--- src/utu_pkg.sv ---
// ----------------------------------------------------------------------------
// utu_pkg
// Shared types and constants for the UTF-16 to UTF-8 transcoder.
// ----------------------------------------------------------------------------
package utu_pkg;

  localparam int unsigned UnitW    = 16;
  localparam int unsigned ByteW    = 8;
  localparam int unsigned MaxBytes = 4;
  localparam int unsigned IdxW     = 2;   // index of a byte within one job

  // surrogate ranges
  localparam logic [UnitW-1:0] LeadLo    = 16'hD800;
  localparam logic [UnitW-1:0] LeadHi    = 16'hDBFF;
  localparam logic [UnitW-1:0] TrailMask = 16'hFC00;
  localparam logic [UnitW-1:0] TrailBase = 16'hDC00;

  // encoding limits
  localparam logic [UnitW-1:0] OneByteMax = 16'h007F;
  localparam logic [UnitW-1:0] TwoByteMax = 16'h07FF;

  // code point of a surrogate pair is 21 bits wide
  localparam int unsigned        CpW        = 21;
  localparam logic [CpW-1:0]     SuppOffset = 21'h10000;

  // leading byte markers
  localparam logic [ByteW-1:0] Lead4Mark = 8'hF0;
  localparam logic [ByteW-1:0] Lead3Mark = 8'hE0;
  localparam logic [ByteW-1:0] Lead2Mark = 8'hC0;
  localparam logic [ByteW-1:0] ContMark  = 8'h80;

  // one queued job: the bytes caused by one code unit, first byte at index 0
  typedef struct packed {
    logic [MaxBytes-1:0][ByteW-1:0] data;
    logic [IdxW-1:0]                last_idx;
  } job_t;

endpackage

--- src/utu_front.sv ---
// ----------------------------------------------------------------------------
// utu_front
// Accepts code units, tracks a pending lead surrogate and builds byte jobs.
// ----------------------------------------------------------------------------
module utu_front (
  input  logic                        clk_i,
  input  logic                        rst_ni,
  input  logic                        in_valid_i,
  output logic                        in_ready_o,
  input  logic [utu_pkg::UnitW-1:0]   code_unit_i,
  input  logic                        string_end_i,
  output logic                        push_o,
  output utu_pkg::job_t               job_o,
  input  logic                        full_i
);

  logic        lead_held_q, lead_held_d;
  logic [9:0]  lead_bits_q;
  logic        accept;
  logic        is_trail, is_lead, is_pair, do_hold, do_bmp;
  logic [utu_pkg::CpW-1:0] cp;
  logic [utu_pkg::UnitW-1:0] u;

  assign u          = code_unit_i;
  assign in_ready_o = !full_i;
  assign accept     = in_valid_i && in_ready_o;

  // classify the unit
  assign is_trail = (u & utu_pkg::TrailMask) == utu_pkg::TrailBase;
  assign is_lead  = (u >= utu_pkg::LeadLo) && (u <= utu_pkg::LeadHi);
  assign is_pair  = lead_held_q && is_trail;
  assign do_hold  = !is_pair && is_lead && !string_end_i;
  assign do_bmp   = !is_pair && !is_trail && !do_hold;

  assign cp = utu_pkg::SuppOffset + {1'b0, lead_bits_q, u[9:0]};

  // build the byte job
  always_comb begin
    job_o = '0;
    if (is_pair) begin
      job_o.data[0]  = {5'b0, cp[20:18]} | utu_pkg::Lead4Mark;
      job_o.data[1]  = {2'b0, cp[17:12]} | utu_pkg::ContMark;
      job_o.data[2]  = {2'b0, cp[11:6]}  | utu_pkg::ContMark;
      job_o.data[3]  = {2'b0, cp[5:0]}   | utu_pkg::ContMark;
      job_o.last_idx = 2'd3;
    end else if (u <= utu_pkg::OneByteMax) begin
      job_o.data[0]  = u[7:0];
      job_o.last_idx = 2'd0;
    end else if (u <= utu_pkg::TwoByteMax) begin
      job_o.data[0]  = {3'b0, u[10:6]} | utu_pkg::Lead2Mark;
      job_o.data[1]  = {2'b0, u[5:0]}  | utu_pkg::ContMark;
      job_o.last_idx = 2'd1;
    end else begin
      job_o.data[0]  = {4'b0, u[15:12]} | utu_pkg::Lead3Mark;
      job_o.data[1]  = {2'b0, u[11:6]}  | utu_pkg::ContMark;
      job_o.data[2]  = {2'b0, u[5:0]}   | utu_pkg::ContMark;
      job_o.last_idx = 2'd2;
    end
  end

  assign push_o = accept && (is_pair || do_bmp);

  // pending lead surrogate
  assign lead_held_d = accept ? do_hold : lead_held_q;

  always_ff @(posedge clk_i or negedge rst_ni) begin
    if (!rst_ni) begin
      lead_held_q <= 1'b0;
    end else begin
      lead_held_q <= lead_held_d;
    end
  end

  always_ff @(posedge clk_i) begin
    if (accept && do_hold) begin
      lead_bits_q <= u[9:0];
    end
  end

endmodule

--- src/utu_queue.sv ---
// ----------------------------------------------------------------------------
// utu_queue
// Small job FIFO between the front and the back.
// ----------------------------------------------------------------------------
module utu_queue #(
  parameter int unsigned Depth = 2
) (
  input  logic          clk_i,
  input  logic          rst_ni,
  input  logic          push_i,
  input  utu_pkg::job_t job_i,
  output logic          full_o,
  input  logic          pop_i,
  output logic          empty_o,
  output utu_pkg::job_t job_o
);

  localparam int unsigned PtrW = (Depth > 1) ? $clog2(Depth) : 1;
  localparam int unsigned CntW = $clog2(Depth + 1);

  utu_pkg::job_t       mem_q [Depth];
  logic [PtrW-1:0]     wr_ptr_q, wr_ptr_d, rd_ptr_q, rd_ptr_d;
  logic [CntW-1:0]     cnt_q, cnt_d;
  logic                do_push, do_pop;

  assign full_o  = cnt_q == CntW'(Depth);
  assign empty_o = cnt_q == '0;
  assign do_push = push_i && !full_o;
  assign do_pop  = pop_i && !empty_o;
  assign job_o   = mem_q[rd_ptr_q];

  // pointer and count update
  always_comb begin
    wr_ptr_d = wr_ptr_q;
    rd_ptr_d = rd_ptr_q;
    cnt_d    = cnt_q;
    if (do_push) begin
      wr_ptr_d = (wr_ptr_q == PtrW'(Depth - 1)) ? '0 : wr_ptr_q + 1'b1;
    end
    if (do_pop) begin
      rd_ptr_d = (rd_ptr_q == PtrW'(Depth - 1)) ? '0 : rd_ptr_q + 1'b1;
    end
    if (do_push && !do_pop) begin
      cnt_d = cnt_q + 1'b1;
    end else if (do_pop && !do_push) begin
      cnt_d = cnt_q - 1'b1;
    end
  end

  always_ff @(posedge clk_i or negedge rst_ni) begin
    if (!rst_ni) begin
      wr_ptr_q <= '0;
      rd_ptr_q <= '0;
      cnt_q    <= '0;
    end else begin
      wr_ptr_q <= wr_ptr_d;
      rd_ptr_q <= rd_ptr_d;
      cnt_q    <= cnt_d;
    end
  end

  // storage
  always_ff @(posedge clk_i) begin
    if (do_push) begin
      mem_q[wr_ptr_q] <= job_i;
    end
  end

endmodule

--- src/utu_back.sv ---
// ----------------------------------------------------------------------------
// utu_back
// Holds one job and sends its bytes one byte at a time.
// ----------------------------------------------------------------------------
module utu_back (
  input  logic                        clk_i,
  input  logic                        rst_ni,
  input  logic                        empty_i,
  input  utu_pkg::job_t               job_i,
  output logic                        pop_o,
  output logic                        out_valid_o,
  input  logic                        out_ready_i,
  output logic [utu_pkg::ByteW-1:0]   out_byte_o,
  output logic                        run_last_o
);

  utu_pkg::job_t               job_q, job_d;
  logic                        busy_q, busy_d;
  logic [utu_pkg::IdxW-1:0]    idx_q, idx_d;
  logic                        sent, at_last;

  assign out_valid_o = busy_q;
  assign out_byte_o  = job_q.data[idx_q];
  assign at_last     = idx_q == job_q.last_idx;
  assign run_last_o  = at_last;
  assign sent        = busy_q && out_ready_i;

  // load a new job when idle or when the last byte goes out
  assign pop_o = !empty_i && (!busy_q || (sent && at_last));

  always_comb begin
    job_d  = job_q;
    busy_d = busy_q;
    idx_d  = idx_q;
    if (pop_o) begin
      job_d  = job_i;
      busy_d = 1'b1;
      idx_d  = '0;
    end else if (sent) begin
      if (at_last) begin
        busy_d = 1'b0;
      end else begin
        idx_d = idx_q + 1'b1;
      end
    end
  end

  always_ff @(posedge clk_i or negedge rst_ni) begin
    if (!rst_ni) begin
      busy_q <= 1'b0;
      idx_q  <= '0;
    end else begin
      busy_q <= busy_d;
      idx_q  <= idx_d;
    end
  end

  always_ff @(posedge clk_i) begin
    job_q <= job_d;
  end

endmodule

--- src/utf16_to_utf8_transcoder.sv ---
// ----------------------------------------------------------------------------
// utf16_to_utf8_transcoder
// UTF-16 code units in, UTF-8 bytes out.
// ----------------------------------------------------------------------------
// The block takes one UTF-16 code unit per cycle while in_ready_o is high and
// sends one UTF-8 byte per cycle while out_ready_i is high. A unit that gives
// one byte passes at a full unit per cycle; a unit that gives n bytes sends
// them in turn on the single byte lane of the output stage, which sets the
// sustained input rate. A lead surrogate that is followed by another unit
// gives no bytes of its own; a surrogate pair gives four bytes on the trail,
// and run_last_o marks the final byte caused by each unit. A job queue of
// QueueDepth entries lets the input keep flowing while the output is stalled.
module utf16_to_utf8_transcoder #(
  parameter int unsigned QueueDepth = 2
) (
  input  logic                        clk_i,
  input  logic                        rst_ni,
  input  logic                        in_valid_i,
  output logic                        in_ready_o,
  input  logic [utu_pkg::UnitW-1:0]   code_unit_i,
  input  logic                        string_end_i,
  output logic                        out_valid_o,
  input  logic                        out_ready_i,
  output logic [utu_pkg::ByteW-1:0]   out_byte_o,
  output logic                        run_last_o
);

  logic          push, full, pop, empty;
  utu_pkg::job_t front_job, head_job;

  // classify units and build jobs
  utu_front u_front (
    .clk_i        (clk_i),
    .rst_ni       (rst_ni),
    .in_valid_i   (in_valid_i),
    .in_ready_o   (in_ready_o),
    .code_unit_i  (code_unit_i),
    .string_end_i (string_end_i),
    .push_o       (push),
    .job_o        (front_job),
    .full_i       (full)
  );

  // job queue
  utu_queue #(
    .Depth (QueueDepth)
  ) u_queue (
    .clk_i   (clk_i),
    .rst_ni  (rst_ni),
    .push_i  (push),
    .job_i   (front_job),
    .full_o  (full),
    .pop_i   (pop),
    .empty_o (empty),
    .job_o   (head_job)
  );

  // byte sender
  utu_back u_back (
    .clk_i       (clk_i),
    .rst_ni      (rst_ni),
    .empty_i     (empty),
    .job_i       (head_job),
    .pop_o       (pop),
    .out_valid_o (out_valid_o),
    .out_ready_i (out_ready_i),
    .out_byte_o  (out_byte_o),
    .run_last_o  (run_last_o)
  );

endmodule
--- config.mk ---
export PLATFORM = sky130hd
export DESIGN_NAME = utf16_to_utf8_transcoder
export DESIGN_NICKNAME = d
export VERILOG_FILES = /design/src/utu_pkg.sv /design/src/utu_front.sv /design/src/utu_queue.sv /design/src/utu_back.sv /design/src/utf16_to_utf8_transcoder.sv
export SDC_FILE = /design/constraint.sdc
export NUM_CORES = 1
export LEC_CHECK = 0
export BUFFER_PORTS_ARGS = -buffer_cell sky130_fd_sc_hd__buf_2
export CAP_MARGIN = 20
export CORE_ASPECT_RATIO = 0.9
export CORE_MARGIN = 3
export CORE_UTILIZATION = 30
export CTS_BUF_LIST = sky130_fd_sc_hd__clkbuf_8
export CTS_CLUSTER_SIZE = 10
export DETAILED_ROUTE_END_ITERATION = 16
export SETUP_SLACK_MARGIN = 0.1
export SLEW_MARGIN = 10
export SYNTH_ARGS = -nofsm -noshare
export SYNTH_HDL_FRONTEND = slang
export SYNTH_SLANG_ARGS = --single-unit
--- constraint.sdc ---
create_clock -name clk_i -period 7.9 [get_ports clk_i]
set_input_delay 2.37 -clock clk_i [delete_from_list [all_inputs] [get_ports clk_i]]
set_output_delay 2.37 -clock clk_i [all_outputs]
set_load 0.03 [all_outputs]
==> flow_metrics.py, run 1 <==
metrics = {
    "status": {
        "status": "finished clean",
    },
    "pwr": {
        "p_clk_frac": 0.190,
        "power.density_nw_per_um2": 329,
        "switching_power_mw": 0.520,
        "pwr-share-comb": 0.289,
        "p_int_mw": 1.14,
        "p_leak_nw": 1.71,
        "irDropWorstVdd_v": 0.000153,
        "p_sw_frac": 0.313,
        "p_seq_frac": 0.521,
    },
    "worst_setup_path": {
        "crit_arrival_ns": 1.96,
        "critPathMaxStageDelay_ns": 0.81,
        "cp-end-kind": "output port",
        "required_ns": 5.53,
        "cp-start-kind": "register",
        "crit_family": "flip-flops",
        "crit_type": "register to output port",
        "crit_slowest_cell": "dfrtp_1",
        "critical_path.max_fanout": 13,
        "critPathBufInv": 1,
        "crit_chain": "mux4_2 > buf_2",
    },
    "clock_network": {
        "clk_path_buf_depth": 2,
        "htreeDepth": 3,
        "hold_buffers": 0,
        "ctsRootBufferMaster": "clkbuf_8",
        "cts-buffers-inserted": 9,
        "cts_setup_buffers": 0,
        "cts_tree": "done",
        "clkSinkCount": 108,
        "clkTransAtPathRegs_ns": 0.09,
        "insertion_delay_ns": 0.36,
        "cts_resized": 0,
    },
    "layout": {
        "instances_no_fill": 501,
        "nNetsFinal": 326,
        "num_antenna_cells": 0,
        "final_layout_size_suffix_gt1_frac": 0.318,
        "syn_to_final_growth_pct": 12.9,
        "nFillCells": 1351,
    },
    "timing": {
        "rsz0062_at_grt": "no",
        "timing.fmax_ghz": 0.231,
        "finalSetupViolations": 0,
        "relSlewSlack": 0.508,
        "finClkSkew_ns": 0.00906,
        "fin_tns_setup_ns": 0,
        "final_max_slew_viol_count": 0,
        "post-route-min-period_ns": 4.33,
        "worst_pin_slew_ns": 0.735,
        "post-route-period-util": 0.548,
        "hold_viol_final": 0,
    },
    "routing": {
        "drt_iter0_drc": 152,
        "drt-total-wl_um": 8350,
        "post_drt_wl_per_cell_um": 16.7,
        "vias": 2331,
        "drt-vias-per-instance": 4.65,
        "firstDrtPassIters": 4,
        "ant_nets": 0,
        "drc_errors": 0,
    },
    "logic_synthesis": {
        "syn_area_um2": 4470,
        "synth-seq-area-share": 0.716,
        "yosys_warnings": 0,
        "synth_fp_nets": 289,
        "ys.flop_type": "edfxtp_1",
        "ys_ff_latch": 108,
        "ys_types": 48,
        "yosysTopAreaCell": "edfxtp_1",
        "yosys-top-cells-area": "edfxtp_1, mux2_2, dfrtp_1",
        "syn_inst": 266,
        "yosysMostFrequentCell": "edfxtp_1",
        "synth-edff-count": 100,
        "postSynthAreaPerCell_um2": 16.8,
        "synth_common_cells": "edfxtp_1, mux2_2, nor2_1",
        "async_reset_ff_frac": 0.0741,
        "synth_top_area_share": 0.672,
    },
    "job": {
        "drv_cap": 0,
    },
    "die": {
        "dieArea_um2": 16400,
        "core_area_um2": 14300,
        "pin_count": 32,
        "die_height_um": 122,
        "rows": 41,
        "die_x_um": 135,
        "initial_core_util": 0.312,
    },
    "global_route": {
        "grt_max_degree": 33,
        "grt_pass1_vias": 2390,
        "grt-ovfl-total": 0,
        "track_usage": 0.108,
        "grt_pass1_wl_um": 13400,
        "antenna_found_initial": 0,
    },
    "placement": {
        "place_inst": 485,
        "hpwl_um": 5660,
        "io_buffers": 31,
        "gp_congestion": 0.830,
    },
    "hold_path": {
        "hold_path.class": "register to register",
    },
}
layout by cell type (no fill, tap or decap), types with 8 or more instances in the layout:
| master | count |
|---|---|
| nor2_1 | 13 |
| edfxtp_1 | 100 |
| nand3_1 | 8 |
| xor2_1 | 8 |
| clkbuf_8 | 9 |
| nand2_1 | 11 |
| mux2_2 | 30 |
| buf_2 | 31 |
| dfrtp_1 | 8 |
state kept, by name, summed over array words and instances, names as in the netlist:
name,cells
u_queue.mem_q,60
u_back.job_q,30
u_front.lead_bits_q,10
u_queue.wr_ptr_q,1
u_front.lead_held_q,1
u_queue.rd_ptr_q,1
u_queue.cnt_q,2
u_back.out_valid_o,1
u_back.idx_q,2
metrics by stage:
| stage | utilization | total power, mW | instance area [um2] | hold slack (ns) | setup WS [ns] |
|---|---|---|---|---|---|
| detailed placement | 0.340 | 1.38 | 4860 | 0.493 | 3.65 |
| global route | 0.353 | 1.76 | 5050 | 0.538 | 3.38 |
| CTS | 0.353 | 1.69 | 5050 | 0.511 | 3.49 |
| global placement | 0.340 | 1.36 | 4860 | 0.483 | 3.76 |
| finish | 0.353 | 1.66 | 5050 | 0.508 | 3.57 |
| floorplan | - | 1.22 | 4470 | 0.455 | 2.91 |
layer usage:
metal / track usage / routed length, um
met1: 0.156 / 3970
met2: 0.162 / 3900
met3: 0.0239 / 367
met4: 0.0375 / 116
met5: 0 / 0
final cells by class:
cell class,instances,area [um2],share of cell area
inverter,5,21.3,0.00421
tap,193,241,0.0478
multi-input combinational,143,1210,0.239
sequential,108,3200,0.634
clock inverter,7,61.3,0.0121
clock buffer,9,124,0.0245
timing repair buffer,36,193,0.0382
kinds of logic (layout without fill, tap and decap cells):
kind of cell	after synthesis	count (layout)	share of synthesized area
AOI/OAI and AO/OA	31	31	0.0467
xor gates and xnor gates	9	9	0.0176
adders and majority gates	2	2	0.00560
buffers and inverters	15	57	0.0165
DFF	108	108	0.716
muxes	40	40	0.118
and+or+nand+nor	61	61	0.0797
power groups by stage:
stage / Sequential, mW / Combinational, mW / Clock (mW)
4_1_cts: 0.869 / 0.496 / 0.329
2_1_floorplan: 0.852 / 0.373 / 0
3_3_place_gp: 0.875 / 0.489 / 0
5_1_grt: 0.882 / 0.528 / 0.354
6_report: 0.865 / 0.481 / 0.316
3_5_place_dp: 0.882 / 0.493 / 0
path summary, 6_finish.rpt:
check,from,endpoint,slack (ns),cells after the start
min in group asynchronous,rst_ni,u_queue.cnt_q[1],1.85,1
setup / recovery,u_back.idx_q[0],out_byte_o[3],3.57,2
hold reg to reg,u_queue.wr_ptr_q,u_queue.wr_ptr_q,0.51,1
hold / removal,u_queue.wr_ptr_q,u_queue.wr_ptr_q,0.51,1
max in group asynchronous,rst_ni,u_front.lead_held_q,5.86,1
setup reg to reg,u_back.idx_q[0],u_queue.cnt_q[1],5.16,8
No activity file was read; power rests on OpenSTA's default activity.
==> run 2, diff against run 1 <==
- clock period: 7.9 -> 4.5 ns (I/O delays scaled with it)
==> flow_metrics.py, run 2 (same netlist as run 1, synthesis figures left out) <==
metrics = {
    "job": {
        "drv_cap": 0,
    },
    "routing": {
        "ant_nets": 0,
        "drt-total-wl_um": 8510,
        "vias": 2338,
        "drt_iter0_drc": 151,
        "post_drt_wl_per_cell_um": 17.0,
        "firstDrtPassIters": 4,
        "drt-vias-per-instance": 4.67,
        "drc_errors": 0,
    },
    "placement": {
        "io_buffers": 31,
        "gp_congestion": 0.851,
        "hpwl_um": 5740,
    },
    "layout": {
        "layout_commonest_cell": "edfxtp_1",
        "final_cell_mix": "edfxtp_1, buf_2, mux2_2, nor2_1, nand2_1",
        "nNetsFinal": 326,
        "largest-register": "u_queue.mem_q",
        "final_layout_size_suffix_gt1_frac": 0.325,
        "syn_to_final_growth_pct": 12.5,
        "largestRegisters": "u_queue.mem_q: 60 flops, u_back.job_q: 30 flops, u_front.lead_bits_q: 10 flops",
        "num_antenna_cells": 0,
        "largest_register_ffs": 60,
        "nFillCells": 1359,
    },
    "clock_network": {
        "clkSinkCount": 108,
        "clk_path_buf_depth": 2,
        "ctsRootBufferMaster": "clkbuf_8",
        "clkTransAtPathRegs_ns": 0.10,
        "cts_tree": "done",
        "insertion_delay_ns": 0.36,
        "cts_setup_buffers": 0,
        "cts_resized": 0,
        "cts-buffers-inserted": 9,
        "htreeDepth": 3,
        "hold_buffers": 0,
    },
    "pwr": {
        "p_sw_frac": 0.322,
        "p_seq_frac": 0.528,
        "p_int_mw": 1.95,
        "power.density_nw_per_um2": 572,
        "irDropWorstVdd_v": 0.000324,
        "switching_power_mw": 0.929,
        "p_leak_nw": 1.69,
        "p_clk_frac": 0.178,
        "pwr-share-comb": 0.294,
    },
    "global_route": {
        "antenna_found_initial": 0,
        "track_usage": 0.111,
        "grt_max_degree": 33,
        "grt-ovfl-total": 0,
        "grt_pass1_wl_um": 13600,
        "grt_pass1_vias": 2342,
    },
    "timing": {
        "finalSetupViolations": 0,
        "relSlewSlack": 0.496,
        "hold_viol_final": 0,
        "worst_pin_slew_ns": 0.755,
        "fin_hold_ws_ns": 0.506,
        "finClkSkew_ns": 0.0127,
        "post-route-period-util": 0.744,
        "final_max_slew_viol_count": 0,
        "fin_tns_setup_ns": 0,
        "timing.fmax_ghz": 0.299,
        "rsz0062_at_grt": "no",
        "post-route-min-period_ns": 3.35,
    },
    "worst_setup_path": {
        "critical_path.max_fanout": 13,
        "cp-start-kind": "register",
        "crit_slowest_cell": "dfrtp_1",
        "crit_arrival_ns": 2.00,
        "crit_type": "register to output port",
        "cp-end-kind": "output port",
        "critPathMaxStageDelay_ns": 0.85,
        "required_ns": 3.15,
        "crit_chain": "mux4_2 > buf_2",
    },
    "die": {
        "core_area_um2": 14300,
        "initial_core_util": 0.312,
        "die_height_um": 122,
        "die_x_um": 135,
        "pin_count": 32,
        "dieArea_um2": 16400,
        "rows": 41,
    },
    "status": {
        "status": "finished clean",
    },
    "hold_path": {
        "hold_path.class": "register to register",
    },
}
## run 2: critical path, delay by kind of cell, from the launching register on
kind	cells	cell delay, ns
buffers and inverters	1	0.19
DFF	1	0.85
muxes	1	0.59
## run 2: power by group through the flow
stage	Sequential, mW	Clock (mW)	Combinational (mW)
after floorplan	1.50	0	0.655
after global placement	1.54	0	0.855
after detailed placement	1.55	0	0.869
after CTS	1.53	0.537	0.871
after global routing	1.55	0.578	0.929
final	1.52	0.512	0.847
## run 2: layout make-up
type | count | area (um2) | area share
clock buffers | 9 | 124 | 0.0246
clock inverters | 7 | 43.8 | 0.00870
multi-input cells | 143 | 1210 | 0.240
well taps | 193 | 241 | 0.0480
repair buffers | 36 | 193 | 0.0383
inverters | 5 | 21.3 | 0.00423
flip-flops and latches | 108 | 3200 | 0.636
## run 2: routing by layer
| layer | GRT usage | up-vias | part of all wire |
|---|---|---|---|
| li1 | - | 1099 | - |
| met1 | 0.164 | 1169 | 0.48 |
| met2 | 0.163 | 68 | 0.46 |
| met3 | 0.0351 | 2 | 0.061 |
| met4 | 0.0216 | 0 | 0.0036 |
| met5 | 0 | - | 0 |
## run 2: metrics by stage
| stage | total power, mW | utilization | instance area [um2] | cells | worst slack (ns) |
|---|---|---|---|---|---|
| after floorplan | 2.15 | - | 4470 | 266 | 0.527 |
| after global placement | 2.40 | 0.339 | 4860 | 484 | 1.30 |
| after detailed placement | 2.42 | 0.340 | 4860 | 485 | 1.29 |
| after CTS | 2.94 | 0.352 | 5030 | 501 | 1.08 |
| after global routing | 3.06 | 0.352 | 5030 | 501 | 0.961 |
| final | 2.88 | 0.352 | 5030 | 501 | 1.15 |
## run 2: path summary, 6_finish.rpt
kind                                  start          endpoint  slack [ns]  cells after the start
setup / recovery            u_back.idx_q[0]     out_byte_o[2]        1.15                      2
hold / removal             u_queue.wr_ptr_q  u_queue.wr_ptr_q        0.51                      1
setup reg to reg            u_back.idx_q[0]  u_queue.cnt_q[1]        1.74                      9
hold reg to reg            u_queue.wr_ptr_q  u_queue.wr_ptr_q        0.51                      1
max in group asynchronous            rst_ni  u_queue.wr_ptr_q        3.49                      1
min in group asynchronous            rst_ni   u_back.idx_q[1]        0.82                      1
==> run 3, diff against run 2 <==
- clock period: 4.5 -> 3.4 ns (I/O delays scaled with it)
==> flow_metrics.py, run 3 (same netlist as run 1, synthesis figures left out) <==
metrics = {
    "worst_setup_path": {
        "cp-end-kind": "output port",
        "crit_slowest_cell": "dfrtp_1",
        "crit_arrival_ns": 2.02,
        "cp-start-kind": "register",
        "critPathBufInv": 1,
        "critPathMaxStageDelay_ns": 0.82,
        "crit_chain": "mux4_2 > buf_2",
        "crit_type": "register to output port",
        "critical_path.max_fanout": 13,
        "crit_family": "flip-flops",
        "required_ns": 2.38,
    },
    "hold_path": {
        "hold_path.class": "input pin to async pin",
    },
    "pwr": {
        "power.density_nw_per_um2": 781,
        "irDropWorstVdd_v": 0.000481,
        "p_leak_nw": 1.72,
    },
    "layout": {
        "syn_to_final_growth_pct": 13.6,
        "largest-register": "u_queue.mem_q",
        "layout_commonest_cell": "edfxtp_1",
        "fin_area_um2": 5080,
        "final_util": 0.355,
        "final_layout_size_suffix_gt1_frac": 0.331,
        "largestRegisters": "u_queue.mem_q: 60 flops, u_back.job_q: 30 flops, u_front.lead_bits_q: 10 flops",
        "largest_register_ffs": 60,
        "instances_no_fill": 501,
        "num_antenna_cells": 0,
        "final_cell_mix": "edfxtp_1, buf_2, mux2_2, nor2_1, nand2_1",
        "nNetsFinal": 326,
    },
    "placement": {
        "io_buffers": 31,
        "place_inst": 485,
        "place_area_um2": 4860,
        "hpwl_um": 5590,
        "gp_congestion": 0.761,
    },
    "routing": {
        "drt_iter0_drc": 123,
        "drc_errors": 0,
        "drt-vias-per-instance": 4.75,
        "vias": 2381,
        "ant_nets": 0,
        "firstDrtPassIters": 4,
        "post_drt_wl_per_cell_um": 16.9,
        "drt-total-wl_um": 8480,
    },
    "die": {
        "pin_count": 32,
        "initial_core_util": 0.312,
        "core_area_um2": 14300,
        "die_height_um": 122,
        "rows": 41,
        "die_x_um": 135,
        "dieArea_um2": 16400,
    },
    "clock_network": {
        "clk_path_buf_depth": 2,
        "clkTransAtPathRegs_ns": 0.11,
        "insertion_delay_ns": 0.37,
        "ctsRootBufferMaster": "clkbuf_8",
        "clkSinkCount": 108,
        "hold_buffers": 0,
        "htreeDepth": 3,
        "cts_resized": 0,
        "cts_tree": "done",
        "cts-buffers-inserted": 9,
        "cts_setup_buffers": 0,
    },
    "global_route": {
        "grt_max_degree": 32,
        "track_usage": 0.108,
        "antenna_found_initial": 0,
        "grt_pass1_vias": 2384,
        "grt-ovfl-total": 0,
        "grt_pass1_wl_um": 13400,
    },
    "timing": {
        "fin_tns_setup_ns": 0,
        "rsz0062_at_grt": "no",
        "timing.fmax_ghz": 0.329,
        "post-route-period-util": 0.894,
        "hold_viol_final": 0,
        "post-route-min-period_ns": 3.04,
        "relSlewSlack": 0.526,
        "fin_hold_ws_ns": 0.482,
        "finalSetupViolations": 0,
        "worst_pin_slew_ns": 0.710,
        "final_max_slew_viol_count": 0,
        "finClkSkew_ns": 0.0119,
    },
    "job": {
        "drv_cap": 0,
    },
    "status": {
        "status": "finished clean",
    },
}
==> run 3: report_power, final <==
part | switching [mW] | internal, mW | leakage (nW)
Clock | 0.464 | 0.360 | 0.108
Combinational | 0.659 | 0.457 | 0.613
Sequential | 0.164 | 1.86 | 1.00
Total | 1.29 | 2.68 | 1.72
==> run 3: final cells by class <==
| type | count | area, um2 |
|---|---|---|
| sequential | 108 | 3200 |
| clock buffer | 9 | 124 |
| inverter | 5 | 21.3 |
| clock inverter | 7 | 90.1 |
| tap | 193 | 241 |
| timing repair buffer | 36 | 193 |
| multi-input combinational | 143 | 1210 |
| fill | 1356 | 9230 |
==> run 3: through the flow <==
step	total power [mW]	setup slack (ns)
after detailed placement	3.20	0.568
after global routing	4.18	0.208
final	3.97	0.362
after floorplan	2.84	0.364
after CTS	4.01	0.293
after global placement	3.17	0.544
==> run 3: path summary, 6_finish.rpt <==
kind | start | cells after the start | to | slack, ns
max | u_back.idx_q[0] | 2 | out_byte_o[7] | 0.36
min | rst_ni | 1 | u_back.idx_q[1] | 0.48
max reg2reg | u_back.idx_q[0] | 4 | u_back.job_q[4] | 1.03
min reg2reg | u_queue.wr_ptr_q | 1 | u_queue.wr_ptr_q | 0.51
min in group clk_i | u_queue.wr_ptr_q | 1 | u_queue.wr_ptr_q | 0.51
max in group asynchronous | rst_ni | 1 | u_front.lead_held_q | 2.72
==> run 3: layer usage <==
| metal | vias up | GRT usage | part of all wire |
|---|---|---|---|
| li1 | 1103 | - | - |
| met1 | 1211 | 0.156 | 0.49 |
| met2 | 58 | 0.164 | 0.46 |
| met3 | 9 | 0.0215 | 0.039 |
| met4 | 0 | 0.0344 | 0.012 |
| met5 | - | 0 | 0 |
==> run 3: worst reg2reg max path, cell delays in order (launching register included) <==
cell,delay [ns]
dfrtp_1,0.82
xor2_1,0.22
o31ai_1,0.29
nor2b_2,0.26
buf_4,0.41
